### src/hdl/ncache_pkg.sv
// Package: action codes, status codes and payload types for the neighbor cache.
package ncache_pkg;
	localparam int unsigned AGING_W = 22;
	localparam int unsigned TIME_W = 48;
	localparam int unsigned MAC_W = 48;
	localparam logic [AGING_W-1:0] AGING_RESET = 22'd900000;
	localparam logic [TIME_W-1:0] TIME_MAX = {TIME_W{1'b1}};

	localparam logic [2:0] ACT_LOOKUP = 3'd0;
	localparam logic [2:0] ACT_SET    = 3'd1;
	localparam logic [2:0] ACT_SWEEP  = 3'd2;
	localparam logic [2:0] ACT_FLUSHB = 3'd3;
	localparam logic [2:0] ACT_FLUSH  = 3'd4;
	localparam logic [2:0] ACT_CLAMP  = 3'd5;

	localparam logic [1:0] ST_OK   = 2'd0;
	localparam logic [1:0] ST_MISS = 2'd1;
	localparam logic [1:0] ST_FULL = 2'd2;

	typedef struct packed {
		logic [2:0]        action;
		logic [7:0]        bridge;
		logic [63:0]       ip_high;
		logic [63:0]       ip_low;
		logic [MAC_W-1:0]  mac_in;
		logic [TIME_W-1:0] now_ms;
	} req_t;

	typedef struct packed {
		logic              hit;
		logic [MAC_W-1:0]  mac_out;
		logic [1:0]        status;
		logic              changed;
	} rsp_t;

	// Broadcast from the controller to every cell for one request.
	typedef struct packed {
		logic              cmp;      // compare stage: latch flags
		logic              wr;       // write stage: apply
		logic [2:0]        action;
		logic [7:0]        bridge;
		logic [63:0]       ip_high;
		logic [63:0]       ip_low;
		logic [MAC_W-1:0]  mac;
		logic [TIME_W-1:0] now_ms;
		logic [TIME_W-1:0] fresh;
	} bcast_t;

	// Per-cell flags handed to the controller.
	typedef struct packed {
		logic             match;  // valid and key equal
		logic             live;   // expiry above now
		logic             same_mac;
		logic             free;
		logic [MAC_W-1:0] mac;
	} cflag_t;
endpackage

### src/hdl/ncache_cell.sv
// One table entry: key, MAC and expiry, with compare and update logic.
module ncache_cell (
	input  logic                 clk,
	input  logic                 arst_n,
	input  ncache_pkg::bcast_t   bc,
	input  logic                 prior_in,   // an earlier cell claimed the request
	input  logic                 sel_key,    // write-stage: this cell holds the key
	input  logic                 sel_free,   // write-stage: this cell takes an insert
	output logic                 claim_out,  // prior_in or own match, for the key chain
	output logic                 key_first,
	output ncache_pkg::cflag_t   flag,
	output logic                 del
);
	logic                           valid_q;
	logic [7:0]                     bridge_q;
	logic [63:0]                    ip_high_q;
	logic [63:0]                    ip_low_q;
	logic [ncache_pkg::MAC_W-1:0]   mac_q;
	logic [ncache_pkg::TIME_W-1:0]  expiry_q;
	logic                           expired;

	assign expired = expiry_q <= bc.now_ms;
	assign flag.match = valid_q && bridge_q == bc.bridge && ip_high_q == bc.ip_high
		&& ip_low_q == bc.ip_low;
	assign flag.live = !expired;
	assign flag.same_mac = mac_q == bc.mac;
	assign flag.free = !valid_q;
	assign flag.mac = mac_q;

	// prior_in is a key-match chain when matching, free chain handled outside
	assign key_first = flag.match && !prior_in;
	assign claim_out = prior_in || flag.match;

	always_comb begin
		case (bc.action)
			ncache_pkg::ACT_SWEEP:  del = valid_q && expired;
			ncache_pkg::ACT_FLUSHB: del = valid_q && bridge_q == bc.bridge;
			ncache_pkg::ACT_FLUSH:  del = valid_q;
			default:                del = 1'b0;
		endcase
	end

	always_ff @(posedge clk or negedge arst_n) begin
		if (!arst_n) begin
			valid_q <= 1'b0;
		end else if (bc.wr) begin
			if (del)
				valid_q <= 1'b0;
			else if (sel_free)
				valid_q <= 1'b1;
		end
	end

	always_ff @(posedge clk) begin
		if (bc.wr) begin
			if (sel_free) begin
				bridge_q <= bc.bridge;
				ip_high_q <= bc.ip_high;
				ip_low_q <= bc.ip_low;
				mac_q <= bc.mac;
				expiry_q <= bc.fresh;
			end else if (sel_key) begin
				if (bc.action == ncache_pkg::ACT_SET)
					mac_q <= bc.mac;
				expiry_q <= bc.fresh;
			end else if (bc.action == ncache_pkg::ACT_CLAMP && valid_q
				&& bc.fresh < expiry_q) begin
				expiry_q <= bc.fresh;
			end
		end
	end
endmodule

### config.mk
export PLATFORM = sky130hd
export DESIGN_NAME = ncache_cell
export DESIGN_NICKNAME = d
export VERILOG_FILES = /design/src/hdl/ncache_pkg.sv /design/src/hdl/ncache_cell.sv
export SDC_FILE = /design/constraint.sdc
export NUM_CORES = 1
export LEC_CHECK = 0
export ABC_AREA = 1
export BUFFER_PORTS_ARGS = -buffer_cell sky130_fd_sc_hd__clkbuf_2
export CORE_ASPECT_RATIO = 0.9
export CORE_MARGIN = 3
export CORE_UTILIZATION = 45
export CTS_CLUSTER_DIAMETER = 120
export CTS_CLUSTER_SIZE = 24
export DETAILED_ROUTE_END_ITERATION = 7
export PLACE_DENSITY = 0.74
export SYNTH_ARGS = -nofsm -noshare
export SYNTH_HDL_FRONTEND = slang
export SYNTH_SLANG_ARGS = --single-unit
### constraint.sdc
create_clock -name clk -period 4.12 [get_ports clk]
set_input_delay 0.824 -clock clk [delete_from_list [all_inputs] [get_ports clk]]
set_output_delay 0.824 -clock clk [all_outputs]
set_load 0.01 [all_outputs]
==> impl_metrics.ini, run 1 <==
[detailed_routing]
wl_per_cell_um = 15.4
drtIter0Drc = 469
routed_wl_mm = 27.4
dr.pass1.iters = 4
ant_nets = 0
drc = 0
via_count = 8678
via_per_inst = 4.89

[clock_tree]
cts_buffer_depth = 3
hold_buffers = 0
cts_resized = 0
cts_root_buf = clkbuf_16
cts_buffers = 13
ctsHtreeMaxLevel = 1
cts_tree = built
cts_sinks = 233
postCtsSetupBuffers = 0
clkSlewWorstSetupHoldPaths_ns = 0.10
clk_latency_ns = 0.48

[setup_path]
worstSetupEndpointType = primary output
r2r_setup_slack_ns = 1.63
path_common_cell = nand2_1
crit_required_ns = 3.30
cp_cell_sequence = clkbuf_2, inv_1, ha_1, a21oi_1, o21a_1, nand2_1, a21oi_1, nand3_2, nand2_1, nand2_1, nand2_2, clkbuf_2
path_class = in -> out
critPathMaxStageDelay_ns = 0.30
crit_slowest_cell = ha_1
crit_start = bc[93]
arrival_ns = 2.46
worstSetupStartpointType = primary input
r2r_end = expiry_q[38]$_DFFE_PP_
path_buf_inv = 3
worst-r2r-cell-count = 12
cpLargestDelayFamily = compound AO/OA/AOI/OAI gates
path_max_fanout = 2
r2r_start = expiry_q[19]$_DFFE_PP_

[die]
die_y_um = 161
start_util = 0.459
die_area_um2 = 28600
core-area_um2 = 26100
num_rows = 56
io_pins = 345
die_w_um = 178

[placed_design]
hpwl_mm = 22.6
placed_cell_area_um2 = 14200
routabilityCongestion = 0.826
portBuffers = 343
pre_cts_slack_ns = 0.845
placed_cells = 1756

[synth]
syn_area_per_cell_um2 = 11.3
yosys_warnings = 0
netlist_instances = 1059
async_flop_share = 0.00429
synth-edff-count = 232
netlist_area_um2 = 12000
ys_ff_latch = 233
syn-num-nets = 1444
synth.area.mux_share = 0
synthXorXnorAreaFrac = 0.0906
synth_adder_area_share = 0.0992
ys_seq_area_frac = 0.583
yosys_most_used_dff = edfxtp_1
synthSimpleGateAreaFrac = 0.111
yosysUniqueCellTypes = 36
synth_top_family_by_area = simple AND/OR/NAND/NOR gates
synth-compound-area-share = 0.0567

[timing]
clock_skew_ns = 0.0163
whs_ns = 0.102
worstMarginPinSlew_ns = 0.740
tns_ns = 0
slew_viol_final = 0
rsz0062_at_grt = no
fin_ws_ns = 0.831
fin_crit_ns = 3.29
fmax_ghz = 0.304
relSlewSlack = 0.505
setup_viol = 0
hold_viol_final = 0
fin_crit_sh = 0.798

[layout]
finish.utilization = 0.557
fin_area_um2 = 14600
drive_above_1_share = 0.271
final_cells = 1775
synthToLayoutAreaGrowth_pct = 21.5
nets = 1808

[outcome]
status = finished clean

[power_and_ir_drop]
p_leak_nw = 6.62
ir_drop_v = 0.000322
power_mw = 4.97
cellPowerDensity_nw_per_um2 = 341

[flow_run]
cap_violations = 0

[global_routing]
grt_first_pass_wirelength_mm = 42.1
antenna_found_initial = 3
grt_start_max_net_pins = 53
grt_use_total = 0.184
grt_pass1_vias = 8748
overflow = 0

[min_path]
min_path_type = in -> async
==> logic make-up (layout without fill, tap and decap cells) <==
kind of cell	after synthesis	count (layout)
AND/OR/NAND/NOR	301	301
flip-flops	233	233
buffers and inverters	189	556
XOR/XNOR	124	124
AO/OA/AOI/OAI	117	117
adder cells (fa/ha/maj)	95	95
other	0	1
==> metal layers <==
layer	routed length, um	up-vias	track usage
li1	-	4365	-
met1	10900	3997	0.219
met2	13000	271	0.319
met3	2820	41	0.0650
met4	684	4	0.0446
met5	34	-	0
==> power by group <==
group          switching [mW]  internal [mW]  leakage [nW]
sequential             0.0784           2.79          2.20
clock                   0.745          0.591         0.173
combinational           0.413          0.356          4.24
==> cells in the final DEF, fill, tap and decap left out, types with 3 or more instances in the layout <==
cell and count:
a22o_1 11, xor2_1 30, inv_1 180, inv_2 6, nor2_2 3, clkbuf_16 13
nand3_1 20, buf_4 5, clkbuf_1 3, clkbuf_2 343, xnor2_1 94, o21ai_0 21
nor2_1 59, edfxtp_1 232, o21ai_1 11, nand2_2 5, o22ai_1 17, a21oi_1 46
nand2_1 146, nor3_1 18, nor4_1 8, ha_1 95, nand4_1 30
==> registers in the layout, summed over array words and instances, names as in the netlist <==
signal / flops
ip_low_q: 64
bridge_q: 8
valid_q: 1
mac_q: 48
expiry_q: 48
ip_high_q: 64
==> worst max path at each step <==
stage,endpoint,slack (ns),cells past startpoint
final,del,0.83,12
after global routing,del,0.70,12
after CTS,del,0.84,12
after detailed placement,del,0.84,12
after global placement,key_first,0.87,10
after floorplan,bridge_q[0]$_DFFE_PP_,0.11,2
==> cells in the mapped netlist, types with 8 or more instances <==
cell / number / area share
xnor2_1: 94 / 0.069
a22o_1: 11 / 0.0080
a21oi_1: 46 / 0.019
o21ai_0: 21 / 0.0088
xor2_1: 30 / 0.022
ha_1: 95 / 0.099
o22ai_1: 17 / 0.0089
nand3_1: 20 / 0.0084
nand4_1: 30 / 0.016
nand2_1: 147 / 0.046
edfxtp_1: 232 / 0.58
nor4_1: 8 / 0.0042
nor2_1: 59 / 0.018
inv_1: 181 / 0.057
nor3_1: 18 / 0.0075
o21ai_1: 11 / 0.0046
==> cell type report <==
class                           instances  area, um^2
Antenna cell                            1        2.50
Clock buffer                           16         337
Clock inverter                          2        17.5
Fill cell                            2278       11600
Inverter                              189         712
Multi-Input combinational cell        637        4300
Sequential cell                       233        6990
Tap cell                              348         435
Timing Repair Buffer                  349        1770
(Power assumes the default switching activity.)
==> run 2, diff against run 1 <==
- PLACE_DENSITY: 0.74 -> 0.71
- clock period: 4.12 -> 3.43 ns (I/O delays scaled with it)
==> impl_metrics.ini, run 2 (synthesis results as in run 1) <==
[clock_tree]
cts_buffers = 13
ctsHtreeMaxLevel = 1
cts_sinks = 233
cts_tree = built
cts_root_buf = clkbuf_16
cts_resized = 0
clk_latency_ns = 0.48
clkSlewWorstSetupHoldPaths_ns = 0.11
cts_buffer_depth = 3

[setup_path]
critPathMaxStageDelay_ns = 0.40
cpLargestDelayFamily = compound AO/OA/AOI/OAI gates
path_max_fanout = 2
arrival_ns = 2.35
worstSetupEndpointType = primary output
cp_cell_sequence = ha_1, a21oi_1, o21a_1, nand2_1, a21oi_1, nand3_2, nand2_1, nand2_1, nand2_2, clkbuf_2
path_class = reg -> out
worstSetupStartpointType = register
path_common_cell = nand2_1
crit_slowest_cell = edfxtp_1
path_buf_inv = 1
crit_required_ns = 2.74

[global_routing]
use_met3 = 0.0591
grt_start_max_net_pins = 138
overflow = 0
use_met2 = 0.318
grt_util_met1 = 0.222
grt_pass1_vias = 8562
antenna_found_initial = 5
grt_use_total = 0.183
gr-max-usage-layer = met2
grt_first_pass_wirelength_mm = 42.0

[timing]
fin_crit_sh = 0.886
tns_ns = 0
clock_skew_ns = 0.0179
worstMarginPinSlew_ns = 0.843
fin_crit_ns = 3.04
setup_viol = 0
relSlewSlack = 0.438
hold_viol_final = 0
slew_viol_final = 0
rsz0062_at_grt = no
fmax_ghz = 0.329

[detailed_routing]
ant_nets = 0
routed_wl_mm = 27.2
via_per_inst = 4.81
drc = 0
wl_per_cell_um = 15.3
via_count = 8522
dr.pass1.iters = 4
drtIter0Drc = 465

[layout]
fin_area_um2 = 14600
layout_common_cells = 343 x clkbuf_2, 232 x edfxtp_1, 180 x inv_1, 146 x nand2_1, 95 x ha_1
fill_cells = 2302
synthToLayoutAreaGrowth_pct = 21.6
drive_above_1_share = 0.270
final_common_cell = clkbuf_2
nets = 1806
top_regs = ip_high_q: 64 flops, ip_low_q: 64 flops

[placed_design]
hpwl_mm = 22.1
placed_cell_area_um2 = 14200
routabilityCongestion = 0.848
portBuffers = 343

[outcome]
status = finished clean

[die]
die_y_um = 161
start_util = 0.459
die_w_um = 178
die_area_um2 = 28600
io_pins = 345
num_rows = 56
core-area_um2 = 26100

[power_and_ir_drop]
power_mw = 6.01
p_leak_nw = 6.61
cellPowerDensity_nw_per_um2 = 413
ir_drop_v = 0.000492

[min_path]
min_path_type = in -> reg

[flow_run]
cap_violations = 0
[run 2: changes by cell type in the layout (fill, tap and decap cells not counted), sizes merged]
cell,previous run,this run
buf,6,3
bufinv,0,1
clkbuf,359,356
clkinv,2,3
clkinvlp,0,1
diode,1,3
dlygate4sd3,0,1
inv,189,187
[run 2: repair_timing]
item                                   4_1_cts  5_1_grt
setup buffers                                0        0
endpoints found under the hold margin        1        0
hold buffers                                 1        0
[run 2: cell type report]
class | instances | area [um^2] | area share
antenna | 3 | 7.51 | 0.000515
clock inverter | 3 | 43.8 | 0.00300
multi-input combinational | 637 | 4300 | 0.295
tap | 348 | 435 | 0.0299
sequential | 233 | 6990 | 0.480
timing repair buffer | 347 | 1760 | 0.121
clock buffer | 13 | 325 | 0.0223
inverter | 189 | 713 | 0.0489
[run 2: power breakdown]
part           leakage, nW  total (mW)  switching, mW  internal [mW]
Clock                0.183        1.65          0.881          0.770
Combinational         4.23       0.916          0.491          0.425
Sequential            2.20        3.45         0.0939           3.35
Total                 6.61        6.01           1.47           4.55
[run 2: metrics by stage]
| stage | hold slack, ns | cells | util | setup WS (ns) |
|---|---|---|---|---|
| finish | 0.386 | 1773 | 0.558 | 0.392 |
| CTS | 0.364 | 1770 | 0.557 | 0.322 |
| global placement | 0.464 | 1753 | 0.543 | 0.404 |
| detailed placement | 0.464 | 1753 | 0.543 | 0.290 |
| global route | 0.362 | 1772 | 0.558 | 0.108 |
| floorplan | 0.390 | 1059 | - | 0.225 |
[run 2: per-layer routing]
metal	share of wire	vias to the layer above
li1	-	4346
met5	0.0013	-
met3	0.098	39
met2	0.47	274
met4	0.022	6
met1	0.40	3857
[run 2: final timing paths]
check	startpoint	endpoint	slack, ns	cells after the start
setup / recovery	expiry_q[37]$_DFFE_PP_	del	0.39	10
hold / removal	bc[189]	ip_low_q[45]$_DFFE_PP_	0.39	1
setup reg to reg	expiry_q[31]$_DFFE_PP_	expiry_q[14]$_DFFE_PP_	0.67	12
hold reg to reg	valid_q$_DFFE_PN0P_	valid_q$_DFFE_PN0P_	0.58	2
max in group asynchronous	arst_n	valid_q$_DFFE_PN0P_	2.81	2
min in group asynchronous	arst_n	valid_q$_DFFE_PN0P_	0.54	2
[run 2: worst register-to-register path, delay by kind of cell (launching register included)]
kind | cells | cell delay (ns)
simple gates | 4 | 0.39
fa+ha+maj | 1 | 0.23
buf+inv | 4 | 0.74
compound gates | 3 | 0.61
flops | 1 | 0.43
